`src/rtl/core/nrcp_pkg.sv`:
```
// ----------------------------------------------------------------------------
// nrcp_pkg
// Shared types and constants of the remote command sentence parser.
// ----------------------------------------------------------------------------
package nrcp_pkg;

    localparam int ARG_BITS_DEF  = 16;
    localparam int VOLUME_MAX    = 100;
    localparam int VOLUME_RESET  = 50;
    localparam int IN_TDATA_W    = 8;
    localparam int OUT_TDATA_W   = 48;

    // sentence characters
    localparam logic [7:0] CH_DOLLAR = 8'h24;
    localparam logic [7:0] CH_BANG   = 8'h21;
    localparam logic [7:0] CH_G      = 8'h67;
    localparam logic [7:0] CH_COMMA  = 8'h2C;
    localparam logic [7:0] CH_STAR   = 8'h2A;
    localparam logic [7:0] CH_PLUS   = 8'h2B;
    localparam logic [7:0] CH_MINUS  = 8'h2D;
    localparam logic [7:0] CH_SPACE  = 8'h20;
    localparam logic [7:0] CH_TAB    = 8'h09;
    localparam logic [7:0] CH_CR     = 8'h0D;
    localparam logic [7:0] CH_0      = 8'h30;
    localparam logic [7:0] CH_9      = 8'h39;
    localparam logic [7:0] CH_S      = 8'h73;
    localparam logic [7:0] CH_V      = 8'h76;
    localparam logic [7:0] CH_R      = 8'h72;
    localparam logic [7:0] CH_W      = 8'h77;
    localparam logic [7:0] CH_P      = 8'h70;
    localparam logic [7:0] CH_L      = 8'h6C;
    localparam logic [7:0] CH_U      = 8'h75;
    localparam logic [7:0] CH_D      = 8'h64;
    localparam logic [7:0] CH_X      = 8'h78;

    typedef enum logic [3:0] {
        ACT_NONE       = 4'd0,
        ACT_MODE_SET   = 4'd1,
        ACT_VOL_SET    = 4'd2,
        ACT_VOL_LIMIT  = 4'd3,
        ACT_SHORT      = 4'd4,
        ACT_LONG       = 4'd5,
        ACT_UP         = 4'd6,
        ACT_DOWN       = 4'd7,
        ACT_ESCAPE     = 4'd8,
        ACT_GEAR_OFF   = 4'd9,
        ACT_GEAR_ON    = 4'd10,
        ACT_CKS_ERR    = 4'd11
    } t_action;

    typedef struct packed {
        logic [7:0]         cks_computed;
        logic [7:0]         cks_received;
        logic               gear_warn;
        logic [6:0]         volume;
        logic signed [15:0] mode_value;
        t_action            action;
    } t_result;

endpackage

```
`src/rtl/core/nrcp_sentence.sv`:
```
// ----------------------------------------------------------------------------
// nrcp_sentence
// Sentence state: prefix and command parse, argument, checksum, and the
// end-of-sentence action with the volume and gear warning registers.
// ----------------------------------------------------------------------------
module nrcp_sentence
    import nrcp_pkg::*;
#(
    parameter int ARG_BITS = ARG_BITS_DEF
) (
    input  logic       i_clk,
    input  logic       i_rst_n,
    input  logic       i_step,
    input  logic [7:0] i_ch,
    input  logic       i_last,
    input  logic       i_cfg_wr_en,
    input  logic [6:0] i_cfg_wr_data,
    output t_result    o_result
);

    typedef enum logic [11:0] {
        PH_DOLLAR   = 12'b0000_0000_0001,
        PH_G        = 12'b0000_0000_0010,
        PH_COMMA    = 12'b0000_0000_0100,
        PH_CMD      = 12'b0000_0000_1000,
        PH_ARG_WS   = 12'b0000_0001_0000,
        PH_ARG_SIGN = 12'b0000_0010_0000,
        PH_ARG_DIG  = 12'b0000_0100_0000,
        PH_ROT      = 12'b0000_1000_0000,
        PH_ROT_STAR = 12'b0001_0000_0000,
        PH_HEX      = 12'b0010_0000_0000,
        PH_DONE     = 12'b0100_0000_0000,
        PH_BAD      = 12'b1000_0000_0000
    } t_phase;

    typedef enum logic [2:0] {
        CMD_NONE = 3'd0,
        CMD_S    = 3'd1,
        CMD_V    = 3'd2,
        CMD_R    = 3'd3,
        CMD_W    = 3'd4
    } t_cmd;

    localparam int MW = ARG_BITS + 4;
    localparam int VW = ARG_BITS + 2;
    localparam logic [MW-1:0]       CAP_M = MW'(1) << (ARG_BITS - 1);
    localparam logic [ARG_BITS-1:0] CAP_A = ARG_BITS'(1) << (ARG_BITS - 1);

    function automatic logic is_space(input logic [7:0] c);
        return (c == CH_SPACE) || (c >= CH_TAB && c <= CH_CR);
    endfunction

    function automatic logic is_digit(input logic [7:0] c);
        return (c >= CH_0) && (c <= CH_9);
    endfunction

    // {valid, nibble}
    function automatic logic [4:0] hex_val(input logic [7:0] c);
        logic [4:0] r;
        r = 5'd0;
        if (c >= CH_0 && c <= CH_9) begin
            r = {1'b1, c[3:0]};
        end else if ((c >= 8'h61 && c <= 8'h66) || (c >= 8'h41 && c <= 8'h46)) begin
            r = {1'b1, 4'(c[3:0] + 4'd9)};
        end
        return r;
    endfunction

    t_phase              r_phase,   n_phase;
    t_cmd                r_cmd,     n_cmd;
    logic [7:0]          r_xor,     n_xor;
    logic [ARG_BITS-1:0] r_acc,     n_acc;
    logic                r_neg,     n_neg;
    logic [7:0]          r_rot,     n_rot;
    logic [7:0]          r_hex,     n_hex;
    logic [1:0]          r_hex_cnt, n_hex_cnt;
    logic                r_star,    n_star;
    logic [6:0]          r_volume,  n_volume;
    logic                r_gear,    n_gear;

    logic [MW-1:0]         acc_mul;
    logic [ARG_BITS-1:0]   acc_new;
    logic [4:0]            hv;
    logic                  sentence_ok;
    logic signed [ARG_BITS:0] a_val;
    logic signed [VW-1:0]  vol_sum;
    logic                  vol_ok;
    logic signed [63:0]    a_ext;
    logic signed [15:0]    mode;
    t_action               act;
    logic [6:0]            cfg_volume;

    // digit append: acc * 10 + digit, saturated at the magnitude cap
    always_comb begin
        acc_mul = (MW'(r_acc) << 3) + (MW'(r_acc) << 1) + MW'(4'(i_ch - CH_0));
        acc_new = (acc_mul > CAP_M) ? CAP_A : acc_mul[ARG_BITS-1:0];
        hv      = hex_val(i_ch);
    end

    always_comb begin
        n_phase   = r_phase;
        n_cmd     = r_cmd;
        n_xor     = r_xor;
        n_acc     = r_acc;
        n_neg     = r_neg;
        n_rot     = r_rot;
        n_hex     = r_hex;
        n_hex_cnt = r_hex_cnt;
        n_star    = r_star;

        if (!r_star) begin
            if (i_ch == CH_STAR) begin
                n_star = 1'b1;
            end else if (i_ch != CH_DOLLAR && i_ch != CH_BANG) begin
                n_xor = r_xor ^ i_ch;
            end
        end

        unique case (r_phase)
            PH_DOLLAR: n_phase = (i_ch == CH_DOLLAR) ? PH_G : PH_BAD;
            PH_G:      n_phase = (i_ch == CH_G) ? PH_COMMA : PH_BAD;
            PH_COMMA:  n_phase = (i_ch == CH_COMMA) ? PH_CMD : PH_BAD;
            PH_CMD: begin
                if (i_ch == CH_S) begin
                    n_cmd = CMD_S;  n_phase = PH_ARG_WS;
                end else if (i_ch == CH_V) begin
                    n_cmd = CMD_V;  n_phase = PH_ARG_WS;
                end else if (i_ch == CH_W) begin
                    n_cmd = CMD_W;  n_phase = PH_ARG_WS;
                end else if (i_ch == CH_R) begin
                    n_cmd = CMD_R;  n_phase = PH_ROT;
                end else begin
                    n_phase = PH_BAD;
                end
            end
            PH_ARG_WS: begin
                if (is_space(i_ch)) begin
                    n_phase = PH_ARG_WS;
                end else if (i_ch == CH_MINUS) begin
                    n_neg = 1'b1;  n_phase = PH_ARG_SIGN;
                end else if (i_ch == CH_PLUS) begin
                    n_phase = PH_ARG_SIGN;
                end else if (is_digit(i_ch)) begin
                    n_acc = acc_new;  n_phase = PH_ARG_DIG;
                end else begin
                    n_phase = PH_BAD;
                end
            end
            PH_ARG_SIGN: begin
                if (is_digit(i_ch)) begin
                    n_acc = acc_new;  n_phase = PH_ARG_DIG;
                end else begin
                    n_phase = PH_BAD;
                end
            end
            PH_ARG_DIG: begin
                if (is_digit(i_ch)) begin
                    n_acc = acc_new;
                end else begin
                    n_phase = (i_ch == CH_STAR) ? PH_HEX : PH_BAD;
                end
            end
            PH_ROT: begin
                n_rot   = i_ch;
                n_phase = PH_ROT_STAR;
            end
            PH_ROT_STAR: n_phase = (i_ch == CH_STAR) ? PH_HEX : PH_BAD;
            PH_HEX: begin
                if (hv[4]) begin
                    n_hex     = {r_hex[3:0], hv[3:0]};
                    n_hex_cnt = r_hex_cnt + 2'd1;
                    if (r_hex_cnt != 2'd0) begin
                        n_phase = PH_DONE;
                    end
                end else if (r_hex_cnt == 2'd0 && is_space(i_ch)) begin
                    n_phase = PH_HEX;
                end else begin
                    n_phase = (r_hex_cnt != 2'd0) ? PH_DONE : PH_BAD;
                end
            end
            PH_DONE: n_phase = PH_DONE;
            default: n_phase = PH_BAD;
        endcase
    end

    // end-of-sentence evaluation on the updated state
    always_comb begin
        sentence_ok = (n_phase == PH_DONE) || (n_phase == PH_HEX && n_hex_cnt != 2'd0);

        if (n_neg) begin
            a_val = -$signed({1'b0, n_acc});
        end else if (n_acc == CAP_A) begin
            a_val = $signed({1'b0, ARG_BITS'(CAP_A - ARG_BITS'(1))});
        end else begin
            a_val = $signed({1'b0, n_acc});
        end

        vol_sum = VW'(a_val) + $signed(VW'(r_volume));
        vol_ok  = !vol_sum[VW-1] && (vol_sum <= $signed(VW'(VOLUME_MAX)));
        a_ext   = 64'(a_val);

        act      = ACT_NONE;
        mode     = 16'sd0;
        n_volume = r_volume;
        n_gear   = r_gear;

        if (sentence_ok) begin
            if (n_xor != n_hex) begin
                act = ACT_CKS_ERR;
            end else begin
                unique case (n_cmd)
                    CMD_S: begin
                        act  = ACT_MODE_SET;
                        mode = a_ext[15:0];
                    end
                    CMD_V: begin
                        if (vol_ok) begin
                            act      = ACT_VOL_SET;
                            n_volume = vol_sum[6:0];
                        end else begin
                            act = ACT_VOL_LIMIT;
                        end
                    end
                    CMD_R: begin
                        priority if (n_rot == CH_P) act = ACT_SHORT;
                        else if (n_rot == CH_L)     act = ACT_LONG;
                        else if (n_rot == CH_U)     act = ACT_UP;
                        else if (n_rot == CH_D)     act = ACT_DOWN;
                        else if (n_rot == CH_X)     act = ACT_ESCAPE;
                        else                        act = ACT_NONE;
                    end
                    CMD_W: begin
                        if (a_val == '0) begin
                            act    = ACT_GEAR_OFF;
                            n_gear = 1'b0;
                        end else if (a_val == (ARG_BITS+1)'(1)) begin
                            act    = ACT_GEAR_ON;
                            n_gear = 1'b1;
                        end
                    end
                    default: act = ACT_NONE;
                endcase
            end
        end

        o_result.action       = act;
        o_result.mode_value   = mode;
        o_result.volume       = n_volume;
        o_result.gear_warn    = n_gear;
        o_result.cks_received = n_hex;
        o_result.cks_computed = n_xor;
    end

    assign cfg_volume = (i_cfg_wr_data > 7'(VOLUME_MAX)) ? 7'(VOLUME_MAX) : i_cfg_wr_data;

    always_ff @(posedge i_clk) begin
        if (!i_rst_n) begin
            r_phase   <= PH_DOLLAR;
            r_cmd     <= CMD_NONE;
            r_xor     <= '0;
            r_acc     <= '0;
            r_neg     <= 1'b0;
            r_rot     <= '0;
            r_hex     <= '0;
            r_hex_cnt <= '0;
            r_star    <= 1'b0;
            r_volume  <= 7'(VOLUME_RESET);
            r_gear    <= 1'b0;
        end else begin
            if (i_step) begin
                if (i_last) begin
                    // sentence closed: back to the start of a new one
                    r_phase   <= PH_DOLLAR;
                    r_cmd     <= CMD_NONE;
                    r_xor     <= '0;
                    r_acc     <= '0;
                    r_neg     <= 1'b0;
                    r_rot     <= '0;
                    r_hex     <= '0;
                    r_hex_cnt <= '0;
                    r_star    <= 1'b0;
                    r_gear    <= n_gear;
                end else begin
                    r_phase   <= n_phase;
                    r_cmd     <= n_cmd;
                    r_xor     <= n_xor;
                    r_acc     <= n_acc;
                    r_neg     <= n_neg;
                    r_rot     <= n_rot;
                    r_hex     <= n_hex;
                    r_hex_cnt <= n_hex_cnt;
                    r_star    <= n_star;
                end
            end
            if (i_cfg_wr_en) begin
                r_volume <= cfg_volume;
            end else if (i_step && i_last) begin
                r_volume <= n_volume;
            end
        end
    end

endmodule

```
`src/rtl/core/nmea_remote_command_parser.sv`:
```
// ----------------------------------------------------------------------------
// nmea_remote_command_parser
// Remote control sentence parser with XOR checksum check.
// ----------------------------------------------------------------------------
// Usage:
//   Characters of a "$g,<cmd>..." sentence enter on the s_axis channel, one
//   per transfer, with tlast on the final character. For every tlast the
//   block sends one result transfer on m_axis: action code, mode argument,
//   current volume, gear warning flag, received and computed checksums.
//   Other characters produce no output.
//   One character is taken per cycle except while a closing character
//   waits. A character is held in the input register and evaluated from
//   there; its result is loaded into the result register, which drives m_axis.
//   When the receiver stalls, the result register holds; characters that do
//   not close a sentence keep flowing, a closing character waits in the
//   input register until the result register is free.
//   Reset clears the sentence state, the gear flag and both registers, and
//   sets the volume to 50. A write on the cfg port loads the volume
//   (clamped to 100) and is expected only while no sentence is in flight.
// ----------------------------------------------------------------------------
module nmea_remote_command_parser
    import nrcp_pkg::*;
#(
    parameter int ARG_BITS = ARG_BITS_DEF
) (
    input  logic                   i_clk,
    input  logic                   i_rst_n,
    input  logic                   i_s_axis_tvalid,
    output logic                   o_s_axis_tready,
    input  logic [IN_TDATA_W-1:0]  i_s_axis_tdata,   // [7:0] ch
    input  logic                   i_s_axis_tlast,
    output logic                   o_m_axis_tvalid,
    input  logic                   i_m_axis_tready,
    // [3:0] action, [19:4] mode_value, [26:20] volume, [27] gear_warn,
    // [35:28] checksum_received, [43:36] checksum_computed, rest zero
    output logic [OUT_TDATA_W-1:0] o_m_axis_tdata,
    input  logic                   i_cfg_wr_en,
    input  logic [6:0]             i_cfg_wr_data
);

    logic       r_in_valid;
    logic [7:0] r_in_ch;
    logic       r_in_last;
    logic       r_out_valid;
    t_result    r_out;

    logic       out_free;
    logic       step;
    logic       in_take;
    t_result    result;

    assign out_free = !r_out_valid || i_m_axis_tready;
    // a closing character needs room in the result register
    assign step     = r_in_valid && (!r_in_last || out_free);
    assign o_s_axis_tready = !r_in_valid || step;
    assign in_take  = i_s_axis_tvalid && o_s_axis_tready;

    nrcp_sentence #(
        .ARG_BITS (ARG_BITS)
    ) u_sentence (
        .i_clk         (i_clk),
        .i_rst_n       (i_rst_n),
        .i_step        (step),
        .i_ch          (r_in_ch),
        .i_last        (r_in_last),
        .i_cfg_wr_en   (i_cfg_wr_en),
        .i_cfg_wr_data (i_cfg_wr_data),
        .o_result      (result)
    );

    always_ff @(posedge i_clk) begin
        if (!i_rst_n) begin
            r_in_valid  <= 1'b0;
            r_out_valid <= 1'b0;
        end else begin
            r_in_valid <= in_take || (r_in_valid && !step);
            if (step && r_in_last) begin
                r_out_valid <= 1'b1;
            end else if (i_m_axis_tready) begin
                r_out_valid <= 1'b0;
            end
        end
    end

    always_ff @(posedge i_clk) begin
        if (in_take) begin
            r_in_ch   <= i_s_axis_tdata[7:0];
            r_in_last <= i_s_axis_tlast;
        end
        if (step && r_in_last) begin
            r_out <= result;
        end
    end

    assign o_m_axis_tvalid = r_out_valid;
    assign o_m_axis_tdata  = {4'b0000, r_out.cks_computed, r_out.cks_received,
                              r_out.gear_warn, r_out.volume, r_out.mode_value,
                              r_out.action};

endmodule
```
`config.mk`:
```
export PLATFORM = sky130hd
export DESIGN_NAME = nmea_remote_command_parser
export DESIGN_NICKNAME = d
export VERILOG_FILES = /design/src/rtl/core/nrcp_pkg.sv /design/src/rtl/core/nrcp_sentence.sv /design/src/rtl/core/nmea_remote_command_parser.sv
export SDC_FILE = /design/constraint.sdc
export NUM_CORES = 1
export LEC_CHECK = 0
export BUFFER_PORTS_ARGS = -buffer_cell sky130_fd_sc_hd__buf_4
export CAP_MARGIN = 20
export CORE_MARGIN = 1.5
export CORE_UTILIZATION = 59
export DETAILED_ROUTE_END_ITERATION = 7
export PLACE_DENSITY = 0.79
export SLEW_MARGIN = 20
export SYNTH_ARGS = -nofsm -noshare
export SYNTH_HDL_FRONTEND = slang
export SYNTH_SLANG_ARGS = --single-unit
```
`constraint.sdc`:
```
create_clock -name i_clk -period 16.17 [get_ports i_clk]
set_input_delay 3.234 -clock i_clk [delete_from_list [all_inputs] [get_ports i_clk]]
set_output_delay 3.234 -clock i_clk [all_outputs]
set_load 0.05 [all_outputs]
```
== After elaboration in Yosys (flattened, before gate mapping) ==
Index checks and enable logic that the tools add are counted.
W data, S select, Z words.
Operators by class
  $add $sub $neg: 7
  order comparisons: 11
  equal/unequal tests: 38
  muxes and demuxes: 79
  bitwise logic cells: 3
  reductions and logical operators: 34
Operators by type and width (number)
  $mux W12: 18
  $pmux W12 S11: 1
  $mux W16: 7
  $eq A8 B7 Y1 const B: 10
  $mux W8: 9
  $mux W7: 7
  $eq A8 B6 Y1 const B: 6
  $mux W4: 8
  $pmux W16 S2: 1
  $eq A12 B10 Y1 const B: 2
  $eq A12 B11 Y1 const B: 2
  $add A19 B17 Y20: 1
  $add A20 B4 Y20: 1
  $gt A20 B16 Y1 const B: 1
  $add A17 B8 Y18: 1
  $le A18 B8 Y1 const B: 1
  $mux W3: 6
  $eq A17 B2 Y1 const B: 1
  $logic_not A17 Y1: 1
  $mux W17: 1
  $neg A16 Y17: 1
  $eq A16 B16 Y1 const B: 1
  $ge A8 B7 Y1 const B: 2
  $le A8 B7 Y1 const B: 2
  other kinds (36): 81
Word-level totals
  flip-flop bits (word level): 122
  input port bits: 21
  output and inout port bits: 50
  logic and storage cells: 194

== Longest topological paths before layout ==
  depth after elaboration: 21
  mapped depth: 41
  mapped depth without buffers: 35

== Hierarchy ==
Synthesis repeated with hierarchy kept, for this count alone.
Second synthesis, totals
  cell total of the unflattened synthesis: 1031
  area total of the unflattened synthesis: 8926.1 um^2
By module, submodules not included
  nrcp_sentence: instances 1, cells each 961, area each 7183.1 um^2, seq. area each 1341.3 um^2
  nmea_remote_command_parser: instances 1, cells each 70, area each 1742.9 um^2, seq. area each 1631.6 um^2

== Least setup slack after synthesis ==
OpenSTA, ideal clock, no wires.
  kind: reg2reg
  start point: register r_in_ch[3]
  end point: register r_out, in the netlist o_m_axis_tdata[22], data pin
  library setup time: 0.260 ns
  arrival time: 7.987 ns
  data required time: 15.910 ns
  path slack: 7.923 ns
  stages on the path, launching flop included: 35
  path buffers: 5
  period minus slack after synthesis: 8.247 ns
  path through: edfxtp_1 fa_1 fa_1 a211oi_2 nor2_1 xnor2_1 nand4_1 or3b_1 o41a_1 buf_6 nor2_1 nand2_1 o21ai_0 inv_1 ha_1 o21ai_0 or3_1 buf_2 or4_1 buf_2 clkbuf_1 nand2_1 ha_1 a21o_1 a21oi_1 o21bai_1 a21oi_1 o21bai_1 a21oi_1 nor3_1 mux2_1 a2111o_1 nor4_2 buf_6 mux2_2
RTL lines
  from (decl): RTL line nmea_remote_command_parser.sv:42  | logic [7:0] r_in_ch;
  from (signal assigned): RTL line nmea_remote_command_parser.sv:87  | r_in_ch <= i_s_axis_tdata[7:0];
  to (signal assigned): RTL line nmea_remote_command_parser.sv:91  | r_out <= result;
  to (decl): RTL line nmea_remote_command_parser.sv:45  | t_result r_out;

==> results.toml <==
[place]
finalWeightedCongestion = 0.9233
hpwl_um = 17170
port-buffer-count = 66
dpl_worst_slack_ns = 6.259

[sta]
finalSetupTns_ns = 0
tightest_slew_ns = 0.9814
hold_viol_final = 0
grt_setup_unrepaired = "false"
finalCriticalPeriod_ns = 9.883
fmax_mhz = 101.2
relSlewSlack = 0.3288
slew_violations = 0
skew_ns = 0.01038
fin_crit_sh = 0.6112
finalSetupViolations = 0
worst_slack_ns = 6.288

[drt]
drc = 0
drt_iter0_drc = 914
via_count = 8260
drtPass1Iterations = 6
ant_nets = 0
via_per_inst = 6.519
avgRoutedWirePerCell_um = 19.27
wl_um = 24410

[setup_path]
startpoint = "r_in_ch[2]$_DFFE_PP_"
worstPathArrival_ns = 10.05
start_kind = "register"
crit_path_end = "o_m_axis_tdata[26]$_DFFE_PP_"
cpMaxStageDelayCell = "or4_1"
worstPathMaxFanout = 22
end_kind = "register"
reg2reg_to = "o_m_axis_tdata[26]$_DFFE_PP_"
rrSetupSlack_ns = 6.29
required_ns = 16.34
max_stage_delay_ns = 0.82
path_buf_inv = 3
cpMostUsedCell = "ha_1"
r2r_start = "r_in_ch[2]$_DFFE_PP_"
critPathKind = "reg2reg"
critical_path.top_delay_family = "simple AND/OR/NAND/NOR gates"
r2r_cells = 33
worstSetupPathDepth = 33

[clocking]
htree_levels = 4
post_cts_buffers = 0
cts_resized = 0
ctsHoldBuffers = 0
clock-root-buffer = "clkbuf_16"
clock_sinks = 122
cts_tree = "done"
clock_latency_ns = 0.43
clockBufferDepth = 2
numCtsBuffers = 17
cts.reportedPaths.clkPinSlew_ns = 0.06

[yosys]
yosys_warnings = 0
ys_top_cells_by_area = "edfxtp_1 18%, dfxtp_1 15%, ha_1 6.4%"
yosysMostFrequentCell = "nand2_1"
synthTopCellsByCount = "107 x nand2_1, 75 x nor2_1, 69 x dfxtp_1, 53 x edfxtp_1, 51 x a21oi_1"
yosysTopAreaCell = "edfxtp_1"
netlist.area_leader.share = 0.1771
ys_ff_latch = 122
syn_inst = 1030
netlist-cell-type-count = 106
async_reset_ff_frac = 0
avgSynthCellArea_sq_um = 8.723
syn_area_sq_um = 8985
ys.flop_type = "dfxtp_1"
synth_edf_count = 53
ys_seq_area_frac = 0.3309

[hold_path]
min_path_type = "reg2reg"
worstHoldStart = "u_sentence.r_hex_cnt[0]$_SDFFE_PN0P_"

[global_route]
grt_pass1_wl_um = 39450
grt_antenna_before_repair = 0
grt_max_degree = 70
grt.overflow.total = 0
grtUsageTotal = 0.3079
first_global_vias = 7773

[floorplanning]
die-area_sq_um = 15980
die_h_um = 126.4
rows = 44
core_area_sq_um = 14700
dieWidth_um = 126.4
boundaryPins = 71
start_util = 0.6113

[pwr]
power_density_nw_per_um2 = 77.02
power.leakage_uw = 0.004074
total_power_uw = 779.4
ir_drop_mv = 0.08549

[layout]
multi_input_area_sq_um = 5664
nets = 1140
fillers = 1184
syn_to_final_growth_pct = 12.63
final-seq-area_sq_um = 2973
drive_above_1_share = 0.1422
antenna_cells = 0

[run_status]
status = "finished clean"

[flow_run]
drv_cap = 0
## cells in the final DEF (no fill, tap or decap), drive strengths merged, types with 8 or more instances in the layout
cell,n
nand4b,12
mux2,11
a211oi,11
a21boi,10
a21o,11
o31a,9
xnor2,25
xor2,13
and2,34
a21oi,52
mux2i,11
nand2b,13
edfxtp,53
ha,46
a31oi,14
a22oi,29
nand2,108
nor2b,46
nand4,8
nor4b,9
o21ai,53
and3,9
nor4,15
buf,71
nor3,39
nand3,22
inv,40
nor2,76
dfxtp,69
clkbuf,18
## cell families (layout without fill, tap and decap cells)
group | count (synthesis) | count (layout) | share of synthesized area
adders and majority gates | 49 | 49 | 0.07074
other | 1 | 4 | 0.0004174
and+or+nand+nor | 428 | 428 | 0.2607
AOI/OAI and AO/OA | 283 | 283 | 0.2321
muxes | 22 | 22 | 0.02604
xor gates and xnor gates | 38 | 38 | 0.03704
buffers and inverters | 87 | 137 | 0.04205
DFF | 122 | 122 | 0.3309
## layer usage
| metal | global-route usage | vias to the layer above | routed length (um) |
|---|---|---|---|
| met1 | 0.3932 | 3893 | 10310 |
| met2 | 0.5108 | 348 | 11570 |
| met3 | 0.06284 | 86 | 1626 |
| li1 | - | 3933 | - |
| met4 | 0.1271 | 0 | 896 |
| met5 | 0 | - | 0 |
## layout make-up
cell class,instances,share of cell area
tap,184,0.02275
multi-input combinational,824,0.5597
inverter,34,0.01261
sequential,122,0.2938
timing repair buffer,71,0.05267
clock inverter,14,0.01607
clock buffer,18,0.04241
## how the worst min path moves through the flow
stage / slack, ns / cells past startpoint / endpoint
3_3_place_gp: 0.47 / 2 / u_sentence.r_hex_cnt[0]$_SDFFE_PN0P_
5_1_grt: 0.51 / 2 / u_sentence.r_hex_cnt[0]$_SDFFE_PN0P_
6_report: 0.49 / 2 / u_sentence.r_hex_cnt[0]$_SDFFE_PN0P_
3_5_place_dp: 0.48 / 2 / u_sentence.r_hex_cnt[0]$_SDFFE_PN0P_
2_1_floorplan: 0.45 / 2 / u_sentence.r_hex_cnt[0]$_SDFFE_PN0P_
4_1_cts: 0.49 / 2 / u_sentence.r_hex_cnt[0]$_SDFFE_PN0P_
## flip-flops by register name, indices dropped and copies added (netlist names)
name                  flops
u_sentence.r_star         1
u_sentence.r_xor          8
r_in_ch                   8
r_in_last                 1
u_sentence.r_neg          1
r_in_valid                1
u_sentence.r_acc         16
u_sentence.r_hex          8
u_sentence.r_gear         1
o_m_axis_tdata           44
u_sentence.r_hex_cnt      2
o_m_axis_tvalid           1
u_sentence.r_cmd          3
u_sentence.r_phase       12
u_sentence.r_volume       7
u_sentence.r_rot          8
## worst min-delay path, cell delays in order (launching register included)
cell and delay, ns:
dfxtp_1 0.32, nand2_1 0.05, a21boi_0 0.06
## stage by stage
| stage | hold slack (ns) | cell area, sq um | utilization | cells |
|---|---|---|---|---|
| 6_report | 0.4881 | 10120 | 0.6885 | 1267 |
| 5_1_grt | 0.5078 | 10120 | 0.6885 | 1267 |
| 4_1_cts | 0.4916 | 10110 | 0.6877 | 1267 |
| 3_5_place_dp | 0.4821 | 9517 | 0.6474 | 1235 |
| 3_3_place_gp | 0.4733 | 9517 | 0.6474 | 1235 |
| 2_1_floorplan | 0.4541 | 8996 | - | 1033 |
## report_power, final
group / switching, uW / internal, uW
Clock: 154 / 231
Combinational: 39.4 / 20.8
Sequential: 7.17 / 327
Note: power is estimated with default switching activity, not from simulation.
